==> config.mk <==
export PLATFORM = sky130hd
export DESIGN_NAME = superfast_hash32_flat
export DESIGN_NICKNAME = d
export VERILOG_FILES = /design/src/design/sfh_pkg.sv /design/src/design/sfh_if.sv /design/src/design/sfh_front.sv /design/src/design/sfh_queue.sv /design/src/design/sfh_back.sv /design/src/design/superfast_hash32.sv /design/src/flat_wrapper.sv
export SDC_FILE = /design/constraint.sdc
export NUM_CORES = 1
export LEC_CHECK = 0
export BUFFER_PORTS_ARGS = -buffer_cell sky130_fd_sc_hd__buf_4
export CORE_ASPECT_RATIO = 1.1
export CORE_MARGIN = 8
export CORE_UTILIZATION = 30
export CTS_CLUSTER_SIZE = 10
export DETAILED_ROUTE_END_ITERATION = 10
export GPL_TIMING_DRIVEN = 0
export PLACE_DENSITY = 0.51
export SLEW_MARGIN = 5
export SYNTH_ARGS = -nofsm -noshare
export SYNTH_HDL_FRONTEND = slang
export SYNTH_SLANG_ARGS = --single-unit
==> constraint.sdc <==
create_clock -name clk -period 7.5 [get_ports clk]
set_input_delay 1.125 -clock clk [delete_from_list [all_inputs] [get_ports clk]]
set_output_delay 1.125 -clock clk [all_outputs]
set_load 0.1 [all_outputs]
==> src/design/sfh_pkg.sv <==
// ----------------------------------------------------------------------------
// sfh_pkg
// shared types, constants and mixing functions of the streaming hash
// ----------------------------------------------------------------------------
`default_nettype none

package sfh_pkg;

    // word classes decided by the front end
    typedef enum logic [2:0] {
        KIND_EMPTY = 3'd0,
        KIND_TAIL1 = 3'd1,
        KIND_TAIL2 = 3'd2,
        KIND_TAIL3 = 3'd3,
        KIND_FULL  = 3'd4
    } word_kind_t;

    // queue between the front and back end
    localparam int QDEPTH  = 2;
    localparam int QPTR_W  = $clog2(QDEPTH);
    localparam int QCNT_W  = $clog2(QDEPTH + 1);

    typedef struct packed {
        logic full;
        logic empty;
    } q_stat_t;

    typedef struct packed {
        logic at_start;
    } front_stat_t;

    // map a byte count to its word class; counts of four or more are full words
    function automatic word_kind_t classify(input logic [2:0] cnt);
        word_kind_t k;
        case (cnt)
            3'd0:    k = KIND_EMPTY;
            3'd1:    k = KIND_TAIL1;
            3'd2:    k = KIND_TAIL2;
            3'd3:    k = KIND_TAIL3;
            default: k = KIND_FULL;
        endcase
        return k;
    endfunction

    // full word: mix low and high halves
    function automatic logic [31:0] mix_word(input logic [31:0] h, input logic [31:0] w);
        logic [31:0] h1;
        logic [31:0] t;
        logic [31:0] h2;
        h1 = h + {16'b0, w[15:0]};
        t  = {5'b0, w[31:16], 11'b0} ^ h1;
        h2 = {h1[15:0], 16'b0} ^ t;
        return h2 + {11'b0, h2[31:11]};
    endfunction

    // three byte tail, third byte sign extended
    function automatic logic [31:0] mix_tail3(input logic [31:0] h, input logic [31:0] w);
        logic [31:0] h1;
        logic [31:0] h2;
        logic [31:0] s;
        logic [31:0] h3;
        h1 = h + {16'b0, w[15:0]};
        h2 = h1 ^ {h1[15:0], 16'b0};
        s  = {{24{w[23]}}, w[23:16]};
        h3 = h2 ^ {s[13:0], 18'b0};
        return h3 + {11'b0, h3[31:11]};
    endfunction

    // two byte tail
    function automatic logic [31:0] mix_tail2(input logic [31:0] h, input logic [31:0] w);
        logic [31:0] h1;
        logic [31:0] h2;
        h1 = h + {16'b0, w[15:0]};
        h2 = h1 ^ {h1[20:0], 11'b0};
        return h2 + {17'b0, h2[31:17]};
    endfunction

    // single byte tail, byte sign extended
    function automatic logic [31:0] mix_tail1(input logic [31:0] h, input logic [31:0] w);
        logic [31:0] h1;
        logic [31:0] h2;
        h1 = h + {{24{w[7]}}, w[7:0]};
        h2 = h1 ^ {h1[21:0], 10'b0};
        return h2 + {1'b0, h2[31:1]};
    endfunction

    // avalanche, first three steps
    function automatic logic [31:0] aval_first(input logic [31:0] h);
        logic [31:0] a;
        logic [31:0] b;
        a = h ^ {h[28:0], 3'b0};
        b = a + {5'b0, a[31:5]};
        return b ^ {b[27:0], 4'b0};
    endfunction

    // avalanche, last three steps
    function automatic logic [31:0] aval_second(input logic [31:0] h);
        logic [31:0] d;
        logic [31:0] e;
        d = h + {17'b0, h[31:17]};
        e = d ^ {d[6:0], 25'b0};
        return e + {6'b0, e[31:6]};
    endfunction

endpackage

`default_nettype wire

==> src/design/sfh_if.sv <==
// ----------------------------------------------------------------------------
// sfh_if
// message word channel and hash result channel
// ----------------------------------------------------------------------------
`default_nettype none

interface sfh_in_if;
    logic        valid;
    logic        ready;
    logic [31:0] data_word;
    logic [2:0]  byte_count;
    logic        last_word;
    logic [31:0] total_length;

    modport source (output valid, data_word, byte_count, last_word, total_length,
                    input ready);
    modport sink   (input valid, data_word, byte_count, last_word, total_length,
                    output ready);
endinterface

interface sfh_out_if;
    logic        valid;
    logic        ready;
    logic [31:0] hash_value;

    modport source (output valid, hash_value, input ready);
    modport sink   (input valid, hash_value, output ready);
endinterface

`default_nettype wire

==> src/design/sfh_front.sv <==
// ----------------------------------------------------------------------------
// sfh_front
// accepts message words, classifies them and folds them into the running hash
// ----------------------------------------------------------------------------
`default_nettype none

module sfh_front
    import sfh_pkg::*;
(
    input  wire logic        clk,
    input  wire logic        rst_n,
    sfh_in_if.sink           msg,
    input  wire q_stat_t     q_stat,
    output logic             push,
    output logic [31:0]      push_data,
    output front_stat_t      stat
);

    logic [31:0] hash_reg;
    logic [31:0] hash_next;
    logic        start_reg;
    logic        start_next;
    logic        accept;
    logic [31:0] seed;
    logic [31:0] mixed;
    word_kind_t  kind;

    // a beat is taken whenever the queue has room
    assign msg.ready = !q_stat.full;
    assign accept    = msg.valid && msg.ready;

    // seed from the length on the first word of a message
    assign seed = start_reg ? msg.total_length : hash_reg;
    assign kind = classify(msg.byte_count);

    // per-word mixing rule
    always_comb
    begin
        case (kind)
            KIND_FULL:  mixed = mix_word(seed, msg.data_word);
            KIND_TAIL3: mixed = mix_tail3(seed, msg.data_word);
            KIND_TAIL2: mixed = mix_tail2(seed, msg.data_word);
            KIND_TAIL1: mixed = mix_tail1(seed, msg.data_word);
            default:    mixed = seed;
        endcase
    end

    // next running state
    always_comb
    begin
        hash_next  = hash_reg;
        start_next = start_reg;
        if (accept)
        begin
            if (msg.last_word)
            begin
                hash_next  = 32'd0;
                start_next = 1'b1;
            end
            else
            begin
                hash_next  = mixed;
                start_next = 1'b0;
            end
        end
    end

    always_ff @(posedge clk or negedge rst_n)
    begin
        if (!rst_n)
        begin
            hash_reg  <= 32'd0;
            start_reg <= 1'b1;
        end
        else
        begin
            hash_reg  <= hash_next;
            start_reg <= start_next;
        end
    end

    // finished messages go to the back end
    assign push          = accept && msg.last_word;
    assign push_data     = mixed;
    assign stat.at_start = start_reg;

endmodule

`default_nettype wire

==> src/design/sfh_queue.sv <==
// ----------------------------------------------------------------------------
// sfh_queue
// short fifo of pre-avalanche hashes between front and back end
// ----------------------------------------------------------------------------
`default_nettype none

module sfh_queue
    import sfh_pkg::*;
(
    input  wire logic        clk,
    input  wire logic        rst_n,
    input  wire logic        push,
    input  wire logic [31:0] push_data,
    input  wire logic        pop,
    output logic [31:0]      pop_data,
    output q_stat_t          stat
);

    logic [31:0]       mem_reg [QDEPTH];
    logic [QPTR_W-1:0] wr_ptr_reg;
    logic [QPTR_W-1:0] wr_ptr_next;
    logic [QPTR_W-1:0] rd_ptr_reg;
    logic [QPTR_W-1:0] rd_ptr_next;
    logic [QCNT_W-1:0] cnt_reg;
    logic [QCNT_W-1:0] cnt_next;
    logic              do_push;
    logic              do_pop;

    assign stat.full  = (cnt_reg == QCNT_W'(QDEPTH));
    assign stat.empty = (cnt_reg == '0);
    assign do_push    = push && !stat.full;
    assign do_pop     = pop && !stat.empty;
    assign pop_data   = mem_reg[rd_ptr_reg];

    // pointer and fill count update
    always_comb
    begin
        wr_ptr_next = wr_ptr_reg;
        rd_ptr_next = rd_ptr_reg;
        cnt_next    = cnt_reg;
        if (do_push)
        begin
            wr_ptr_next = (wr_ptr_reg == QPTR_W'(QDEPTH - 1)) ? '0 : wr_ptr_reg + 1'b1;
        end
        if (do_pop)
        begin
            rd_ptr_next = (rd_ptr_reg == QPTR_W'(QDEPTH - 1)) ? '0 : rd_ptr_reg + 1'b1;
        end
        if (do_push && !do_pop)
        begin
            cnt_next = cnt_reg + 1'b1;
        end
        else if (do_pop && !do_push)
        begin
            cnt_next = cnt_reg - 1'b1;
        end
    end

    always_ff @(posedge clk or negedge rst_n)
    begin
        if (!rst_n)
        begin
            wr_ptr_reg <= '0;
            rd_ptr_reg <= '0;
            cnt_reg    <= '0;
        end
        else
        begin
            wr_ptr_reg <= wr_ptr_next;
            rd_ptr_reg <= rd_ptr_next;
            cnt_reg    <= cnt_next;
        end
    end

    // entry storage
    always_ff @(posedge clk)
    begin
        if (do_push)
        begin
            mem_reg[wr_ptr_reg] <= push_data;
        end
    end

endmodule

`default_nettype wire

==> src/design/sfh_back.sv <==
// ----------------------------------------------------------------------------
// sfh_back
// two-stage avalanche pipeline; the second stage is the output register
// ----------------------------------------------------------------------------
`default_nettype none

module sfh_back
    import sfh_pkg::*;
(
    input  wire logic        clk,
    input  wire logic        rst_n,
    input  wire q_stat_t     q_stat,
    input  wire logic [31:0] pop_data,
    output logic             pop,
    sfh_out_if.source        hash
);

    logic        a_valid_reg;
    logic        a_valid_next;
    logic [31:0] a_hash_reg;
    logic        o_valid_reg;
    logic        o_valid_next;
    logic [31:0] o_hash_reg;
    logic        o_free;
    logic        a_free;
    logic        a_move;

    // elastic stage control
    assign o_free = !o_valid_reg || hash.ready;
    assign a_move = a_valid_reg && o_free;
    assign a_free = !a_valid_reg || o_free;
    assign pop    = !q_stat.empty && a_free;

    always_comb
    begin
        a_valid_next = a_valid_reg;
        o_valid_next = o_valid_reg;
        if (a_free)
        begin
            a_valid_next = pop;
        end
        if (o_free)
        begin
            o_valid_next = a_valid_reg;
        end
    end

    always_ff @(posedge clk or negedge rst_n)
    begin
        if (!rst_n)
        begin
            a_valid_reg <= 1'b0;
            o_valid_reg <= 1'b0;
        end
        else
        begin
            a_valid_reg <= a_valid_next;
            o_valid_reg <= o_valid_next;
        end
    end

    // avalanche data path
    always_ff @(posedge clk)
    begin
        if (pop)
        begin
            a_hash_reg <= aval_first(pop_data);
        end
        if (a_move)
        begin
            o_hash_reg <= aval_second(a_hash_reg);
        end
    end

    assign hash.valid      = o_valid_reg;
    assign hash.hash_value = o_hash_reg;

endmodule

`default_nettype wire

==> src/design/superfast_hash32.sv <==
// ----------------------------------------------------------------------------
// superfast_hash32
// streaming 32-bit superfasthash over little-endian message words
// ----------------------------------------------------------------------------
//  channel | dir | beat contents
//  --------+-----+------------------------------------------------------
//  msg     | in  | data_word, byte_count, last_word, total_length
//  hash    | out | hash_value, one beat per message
//
//  one message word is taken every cycle while the queue has room; the per-word mix is combinational
//  the hash beat is offered after the last word's beat has passed through the
//  queue entry, first avalanche stage and output register
//  reset clears the running hash and arms the length seed for a new message
//  msg stalls only when the two-entry queue of finished hashes is full
// ----------------------------------------------------------------------------
`default_nettype none

module superfast_hash32
    import sfh_pkg::*;
(
    input  wire logic clk,
    input  wire logic rst_n,
    sfh_in_if.sink    msg,
    sfh_out_if.source hash
);

    logic        push;
    logic [31:0] push_data;
    logic        pop;
    logic [31:0] pop_data;
    q_stat_t     q_stat;
    front_stat_t f_stat;

    sfh_front u_front (
        .clk       (clk),
        .rst_n     (rst_n),
        .msg       (msg),
        .q_stat    (q_stat),
        .push      (push),
        .push_data (push_data),
        .stat      (f_stat)
    );

    sfh_queue u_queue (
        .clk       (clk),
        .rst_n     (rst_n),
        .push      (push),
        .push_data (push_data),
        .pop       (pop),
        .pop_data  (pop_data),
        .stat      (q_stat)
    );

    sfh_back u_back (
        .clk      (clk),
        .rst_n    (rst_n),
        .q_stat   (q_stat),
        .pop_data (pop_data),
        .pop      (pop),
        .hash     (hash)
    );

    // a finished message never arrives at a full queue
    assert property (@(posedge clk) disable iff (!rst_n) push |-> !q_stat.full)
        else $error("hash pushed into full queue");

    // the last word re-arms the length seed
    assert property (@(posedge clk) disable iff (!rst_n)
        (msg.valid && msg.ready && msg.last_word) |=> f_stat.at_start)
        else $error("seed not re-armed after last word");

    // a word that is not last continues the message
    assert property (@(posedge clk) disable iff (!rst_n)
        (msg.valid && msg.ready && !msg.last_word) |=> !f_stat.at_start)
        else $error("message start flag set mid-message");

    // the back end drains only what the queue holds
    assert property (@(posedge clk) disable iff (!rst_n) pop |-> !q_stat.empty)
        else $error("pop from empty queue");

endmodule

`default_nettype wire
==> src/flat_wrapper.sv <==
// flat-port wrapper written by rule: the top's interface ports become plain ports
module superfast_hash32_flat import sfh_pkg::*;
  (clk, rst_n, msg_valid, msg_data_word, msg_byte_count, msg_last_word, msg_total_length, msg_ready, hash_valid, hash_hash_value, hash_ready);
  sfh_in_if msg_i ();
  sfh_out_if hash_i ();
  input  wire logic clk;
  input  wire logic rst_n;
  input wire logic [$bits(msg_i.valid)-1:0] msg_valid;
  input wire logic [$bits(msg_i.data_word)-1:0] msg_data_word;
  input wire logic [$bits(msg_i.byte_count)-1:0] msg_byte_count;
  input wire logic [$bits(msg_i.last_word)-1:0] msg_last_word;
  input wire logic [$bits(msg_i.total_length)-1:0] msg_total_length;
  output wire logic [$bits(msg_i.ready)-1:0] msg_ready;
  output wire logic [$bits(hash_i.valid)-1:0] hash_valid;
  output wire logic [$bits(hash_i.hash_value)-1:0] hash_hash_value;
  input wire logic [$bits(hash_i.ready)-1:0] hash_ready;
  assign msg_i.valid = msg_valid;
  assign msg_i.data_word = msg_data_word;
  assign msg_i.byte_count = msg_byte_count;
  assign msg_i.last_word = msg_last_word;
  assign msg_i.total_length = msg_total_length;
  assign msg_ready = msg_i.ready;
  assign hash_valid = hash_i.valid;
  assign hash_hash_value = hash_i.hash_value;
  assign hash_i.ready = hash_ready;
  superfast_hash32 u_core (.clk(clk), .rst_n(rst_n), .msg(msg_i), .hash(hash_i));
endmodule
==> results.md, run 1 <==
- Status: complete, no violations
- Largest net degree at the start of global routing: 40
- Ant. Diodes: 0
- Mean area per synthesized cell: 8.833 sq um
- Adder-cell share of the synthesized area: 0.1325
- GRT overflow: 0
- Max Fclk: between 0.1 and 0.15 GHz
- Die area: 0.07419 sq mm
- Most Crowded Layer GR: met2
- Final wirelength: 79170 microns
- DRT Pass-1 Iters: 6
- Routed via count: 18180
- #FFs+latches synth: 167
- Synth Area in Simple Gates: 0.1474
- Fraction of the mapped netlist area in compound gates: 0.2309
- Required time of the worst setup path: 7.65 ns
- # clock sinks: 167
- Post-route DRC: 0
- Synth Warn #: 0
- Wire per inst: ~24 microns
- Fin crit share: 0.9785
- GRT Overall Usage: 0.2059
- Slew @ Worst Pin: 1.273 ns
- Vias in the first global route: between 15000 and 20000
- RD Place Congestion: 1.001
- TritonCTS buffer count: 17
- EDFF count, synth: 128
- Top Family by Delay on Critical Path: compound AO/OA/AOI/OAI gates
- CP Capture Type: flop
- CTS tree: yes
- Critical Path AT: 7.49 ns
- Avg Vias per Cell: 5.592
- Clock-pin slew of the registers on the worst-case setup and hold paths: 0.07 ns
- Final min period: 7.339 ns
- Crit path max fanout: 14
- Core Region: 0.06499 sq mm
- Worst-Skew Late Latency: 0.45 ns
- Unrepaired setup endpoints after global routing: true
- Met2 usage: 0.3766
- Xor and xnor area share after synthesis: 0.1893
- Post-synthesis net count: 2508
- Mux cell area share after synthesis: 0.02723
- Iter 0 DRT Violations: 1313
- Setup TNS: 0 ns
- Final setup violation count: 0
- H-Tree Depth: 4
- Relative slew slack: 0.1269
- First-pass GRT wire length: 114600 microns
- Most common cell after layout, fill and taps aside: xnor2_1
- Dpl hpwl: 66630 microns
- Clk buf depth: 2
- DRT antenna net count: 0
- Mapped cell area: about 0.02 sq mm
- Max-capacitance violation count: 0
- Met3 usage in global routing: 0.02509
- Placed Instances: ~3200
- Worst setup SP type: flop
- Sequential share of the synthesized area: 0.2445
- CP max stage delay: roughly 0.56 ns
- Die H: roughly 280 microns
- Combinational family with the most area after synthesis: compound AO/OA/AOI/OAI gates
- Buffers & Inverters on Critical Path: 4
- Port bufs: 102
- Initial core utilization: 0.3034
- Number of flip-flops in the largest register: 64
- M1 GR Usage: 0.2180
- Cts hold-fix bufs: 0
- Chip Width: 260.4 microns
- Fin cells: 3251
- Synthesis-to-layout area growth: 17.78%
- Layout cells sized above 1: 0.1462
- Final WS setup: 0.1612 ns
- Slew Limit Fails: 0
- Post-synth ARST share: 0.2335
- Root buffer cell: clkbuf_16
- Cells after Synth: 2232
- # IOs: 106
- Most common flop cell mapped by yosys: edfxtp_1
- Setup CP Type: flop to flop
- Final hold violation count: 0
- Initial antenna violation count: 0
- Worst min path class: flop to flop
- Pre-CTS setup slack: -2.576 ns
- Final Net Count: 2664
- Rows: between 90 and 100
- Most frequent cells in the layout: xnor2_1 (202), ha_1 (190), a21oi_1 (174)
- CP max stage cell: dfstp_2
- Skew final: 0.01475 ns
- Post-synth cell types: between 100 and 150
-- cell usage after synthesis (all sizes together) (20+ instances only) --
cell / count / share of area
a31oi: 34 / 0.011
and3: 24 / 0.0079
nor2: 171 / 0.033
a21oi: 187 / 0.048
nand2b: 22 / 0.0070
nand2: 168 / 0.032
a211oi: 26 / 0.010
o21ai: 131 / 0.034
nand3: 46 / 0.012
xnor2: 231 / 0.11
o21a: 31 / 0.012
and2: 25 / 0.0079
mux2: 21 / 0.012
dfrtp: 38 / 0.048
nand4: 20 / 0.0063
mux2i: 21 / 0.011
a21o: 70 / 0.027
nor2b: 34 / 0.011
edfxtp: 128 / 0.19
clkbuf: 34 / 0.0065
inv: 92 / 0.018
ha: 196 / 0.12
a22o: 29 / 0.013
xor2: 163 / 0.072
nor3: 30 / 0.0079
-- logic make-up after synthesis --
group                      count (synthesis)
buffers and inverters                    141
and+or+nand+nor                          595
DFF                                      167
adders and majority gates                204
xor gates and xnor gates                 404
muxes                                     46
AOI/OAI and AO/OA                        675
-- area by class of cell --
type / count / area, sq um
Inverter: 95 / 356.6
Clock buffer: 17 / 425.4
Clock inverter: 15 / 153.9
Multi-Input combinational cell: 1924 / 15070
Tap cell: 850 / 1064
Timing Repair Buffer: 142 / 1130
Fill cell: 6716 / 41770
Buffer: 41 / 196.4
Sequential cell: 167 / 4821
-- worst reg2reg max path: stages (launching register included) --
cell and delay [ns]:
dfstp_2 0.56, buf_6 0.16, buf_12 0.17, clkbuf_8 0.22, mux2_2 0.41, ha_4 0.34
nand2_2 0.11, o311a_4 0.44, o21a_4 0.29, o22ai_1 0.26, xnor2_2 0.20, xnor2_2 0.55
xor2_1 0.35, ha_1 0.33, o21a_1 0.20, nor2_1 0.11, inv_1 0.06, o211a_1 0.13
or2_2 0.34, o2111a_1 0.16, nor3_2 0.32, a211oi_4 0.16, a21bo_2 0.24, a21oi_1 0.18
xor2_1 0.35, o2111a_1 0.31, a21oi_1 0.11
-- per-layer routing --
metal,part of all wire,wire [microns],vias up
met5,0,0,-
met1,0.37,29220,8772
li1,-,-,8530
met2,0.51,40040,651
met3,0.045,3554,225
met4,0.080,6356,0
-- path summary, 6_finish.rpt --
check,startpoint,to,slack [ns],cells past startpoint
max,u_core.u_front.stat,u_core.u_queue.mem_reg[0][20],0.16,26
min,u_core.u_back.a_valid_reg,u_core.u_back.hash.valid,0.48,1
max reg2reg,u_core.u_front.stat,u_core.u_queue.mem_reg[0][20],0.16,26
min reg2reg,u_core.u_back.a_valid_reg,u_core.u_back.hash.valid,0.48,1
max in group asynchronous,rst_n,u_core.u_back.hash.valid,6.45,1
min in group asynchronous,rst_n,u_core.u_queue.wr_ptr_reg,0.64,1
-- metrics by stage --
step           instance area, sq um  hold slack (ns)    util
2_1_floorplan                 19720           0.4425       -
3_3_place_gp                  21540           0.4630  0.3315
3_5_place_dp                  21670           0.4686  0.3335
4_1_cts                       22810           0.4854  0.3510
5_1_grt                       23220           0.5187  0.3573
6_report                      23220           0.4825  0.3573
-- timing repair --
| action | in CTS | in global routing |
|---|---|---|
| pin swaps | 14 | 25 |
| setup buffers | 14 | 20 |
| hold endpoints to repair | 0 | 0 |
| resized for setup | 72 | 48 |
| setup endpoints to repair | 84 | 45 |
| gates cloned | 1 | 0 |
Power of run 1 is left out: the tool's default activity adds up to more than one toggle a clock period on the data nets, which glitch-free logic cannot reach.
==> inputs of run 2 (changes only) <==
--- a/config.mk
+++ b/config.mk
@@ -7,12 +7,11 @@
 export LEC_CHECK = 0
 export BUFFER_PORTS_ARGS = -buffer_cell sky130_fd_sc_hd__buf_4
 export CORE_ASPECT_RATIO = 1.1
-export CORE_MARGIN = 8
-export CORE_UTILIZATION = 30
+export CORE_MARGIN = 2
+export CORE_UTILIZATION = 58
 export CTS_CLUSTER_SIZE = 10
 export DETAILED_ROUTE_END_ITERATION = 10
-export GPL_TIMING_DRIVEN = 0
-export PLACE_DENSITY = 0.51
+export PLACE_DENSITY = 0.83
 export SLEW_MARGIN = 5
 export SYNTH_ARGS = -nofsm -noshare
 export SYNTH_HDL_FRONTEND = slang
==> run 2 against run 1 <==
Compared with the run above: flip-flop and latch count unchanged; global-route usage up 22 points; die area down 52%; non-clock buffer count up 88; clock skew down 0.0061 ns; sequential share of layout area up 0.45 points; final cell count down 10%; cell area down 2.1%; via count up 7.8%.
==> results.md, run 2 (synthesized netlist as in run 1, its figures left out) <==
- Critical R2R Capture: u_core.u_front.hash_reg[27]
- Max-capacitance violation count: 0 (unchanged)
- GRT overflow: 0 (unchanged)
- DRT Pass-1 Iters: 6 (unchanged)
- Rows: 70 (-29%)
- GRT Overall Usage: 0.4241 (+0.2182)
- CTS tree: yes
- Register Area: 0.004825 sq mm (about the same)
- Clock-pin slew of the registers on the worst-case setup and hold paths: 0.07 ns (about the same)
- Reg-to-reg slack, setup: 0.21 ns (+0.05 ns)
- Chip Width: 179.8 microns (-31%)
- Avg Vias per Cell: 6.707 (+20%)
- Worst min path class: flop to flop
- CP Capture Type: flop
- Ant. Diodes: 0 (unchanged)
- Max Fclk: 0.1368 GHz (+0.39%)
- Layout Utilization: 0.6815 (+0.3242)
- Root buffer cell: clkbuf_16
- Most common cell after layout, fill and taps aside: buf_4
- Most frequent cells in the layout: buf_4 (271), xnor2_1 (223), ha_1 (196)
- Fin crit share: 0.9748 (-0.003761)
- RD Place Congestion: 1.081 (+8.0%)
- Setup crit start: msg_total_length[0]
- Clk buf depth: 2 (unchanged)
- Number of flip-flops in the largest register: 64 (unchanged)
- Area of the multi-input gates: 0.01440 sq mm (-4.4%)
- Hold Path Stages: 1 (unchanged)
- Largest net degree at the start of global routing: 48 (+20%)
- # IOs: 106 (unchanged)
- Worst setup SP type: input port
- Hold path startpoint: u_core.u_back.a_valid_reg
- H-Tree Depth: 4 (unchanged)
- Setup CP Type: input port to flop
- Dpl hpwl: 62750 microns (-5.8%)
- Die area: 0.03548 sq mm (-52%)
- Final hold violation count: 0 (unchanged)
- Wire per inst: 26.22 microns (+7.7%)
- Fill cells: 2651 (-61%)
- Reg2Reg Depth: 24 (-7.7%)
- Required time of the worst setup path: 7.83 ns (+0.18 ns)
- Initial core utilization: 0.5908 (+0.2874)
- Vias in the first global route: 19480 (+6.4%)
- Core Region: 0.03337 sq mm (-49%)
- Skew final: 0.008608 ns (-0.006141 ns)
- Hold Crit Endpoint: u_core.u_back.hash.valid
- First-pass GRT wire length: 113400 microns (-1.0%)
- Final setup violation count: 0 (unchanged)
- Initial antenna violation count: 0 (unchanged)
- Critical Path AT: 7.64 ns (+0.15 ns)
- TritonCTS buffer count: 17 (unchanged)
- Worst-Skew Late Latency: 0.45 ns (about the same)
- Final wirelength: 76590 microns (-3.3%)
- Status: complete, no violations
- Relative slew slack: 0.2828 (+0.1559)
- Synthesis-to-layout area growth: 15.35%
- Post-route cell area: 0.02274 sq mm (-2.1%)
- DP Area: 0.02208 sq mm (+1.9%)
- Routed via count: 19590 (+7.8%)
- # clock sinks: 167 (unchanged)
- Final min period: 7.311 ns (-0.02821 ns)
- DRT antenna net count: 0 (unchanged)
- Iter 0 DRT Violations: 1876 (+43%)
- Port bufs: 105 (+2.9%)
- Slew Limit Fails: 0 (unchanged)
- Crit path max fanout: 8 (-6)
- Slew @ Worst Pin: 1.070 ns (-0.2032 ns)
- Layout cells sized above 1: 0.1563 (+0.01010)
- FF-to-FF Start: u_core.u_front.stat
- Final Net Count: 2752 (+3.3%)
- Die H: 197.4 microns (-31%)
- Post-route DRC: 0 (unchanged)
## run 2: changes by cell type in the layout (fill, tap and decap cells not counted), sizes merged
cell	before	now
bufinv	0	2
bufbuf	1	0
buf	150	271
clkbuf	49	19
inv	100	96
## run 2: critical path: stages
cell	delay (ns)
buf_4	0.11
mux2_2	0.27
ha_1	0.23
fa_1	0.47
a21oi_2	0.21
o211ai_2	0.17
nand4_1	0.21
buf_4	0.18
nand2_1	0.09
o311ai_2	0.40
xor2_1	0.33
xor2_1	0.45
ha_1	0.36
a21oi_1	0.30
o211ai_1	0.22
a221oi_1	0.57
a221oi_1	0.20
or4b_1	0.22
o211ai_2	0.16
a41oi_2	0.35
a21oi_4	0.15
and4_1	0.20
o21ai_1	0.22
a32oi_2	0.20
a22o_1	0.24
## run 2: layout make-up
class                      count  area share
clock inverter                13    0.006547
sequential                   167      0.2121
clock buffer                  19     0.01904
multi-input combinational   1924      0.6334
tap                          432     0.02377
inverter                      95     0.01568
timing repair buffer         271     0.08946
## run 2: per-stage QoR
stage          setup slack, ns   TNS, ns  instances  hold WS, ns
3_3_place_gp           -0.1160   -0.8489       2886       0.4564
4_1_cts                0.08053         0       2918       0.4900
3_5_place_dp           -0.1839    -2.146       2886       0.4793
5_1_grt               -0.02562  -0.05099       2921       0.5167
2_1_floorplan           0.2683         0       2232       0.4425
6_report                0.1894         0       2921       0.4920
## run 2: timing repair
action,in CTS,in global routing
buffers inserted,0,3
hold buffers,0,0
endpoints found under the hold margin,0,0
setup endpoints to repair,0,41
resized for setup,0,11
## run 2: how the worst max path moves through the flow
| stage | endpoint | slack (ns) | depth (start not counted) |
|---|---|---|---|
| after floorplan | u_core.u_queue.mem_reg[0][28] | 0.27 | 32 |
| after global placement | u_core.u_front.hash_reg[29] | -0.12 | 26 |
| after detailed placement | u_core.u_queue.mem_reg[0][28] | -0.18 | 29 |
| after CTS | u_core.u_queue.mem_reg[0][28] | 0.08 | 28 |
| after global routing | u_core.u_queue.mem_reg[1][28] | -0.03 | 25 |
| final | u_core.u_front.hash_reg[27] | 0.19 | 25 |
## run 2: layer usage
layer	track usage	vias to the layer above	routed length (microns)
met2	0.7362	1200	36430
met3	0.08260	440	6184
met1	0.4365	9207	25900
met5	0.001379	-	0
met4	0.3800	0	8076
li1	-	8744	-
Power of run 2 is left out for the same reason.
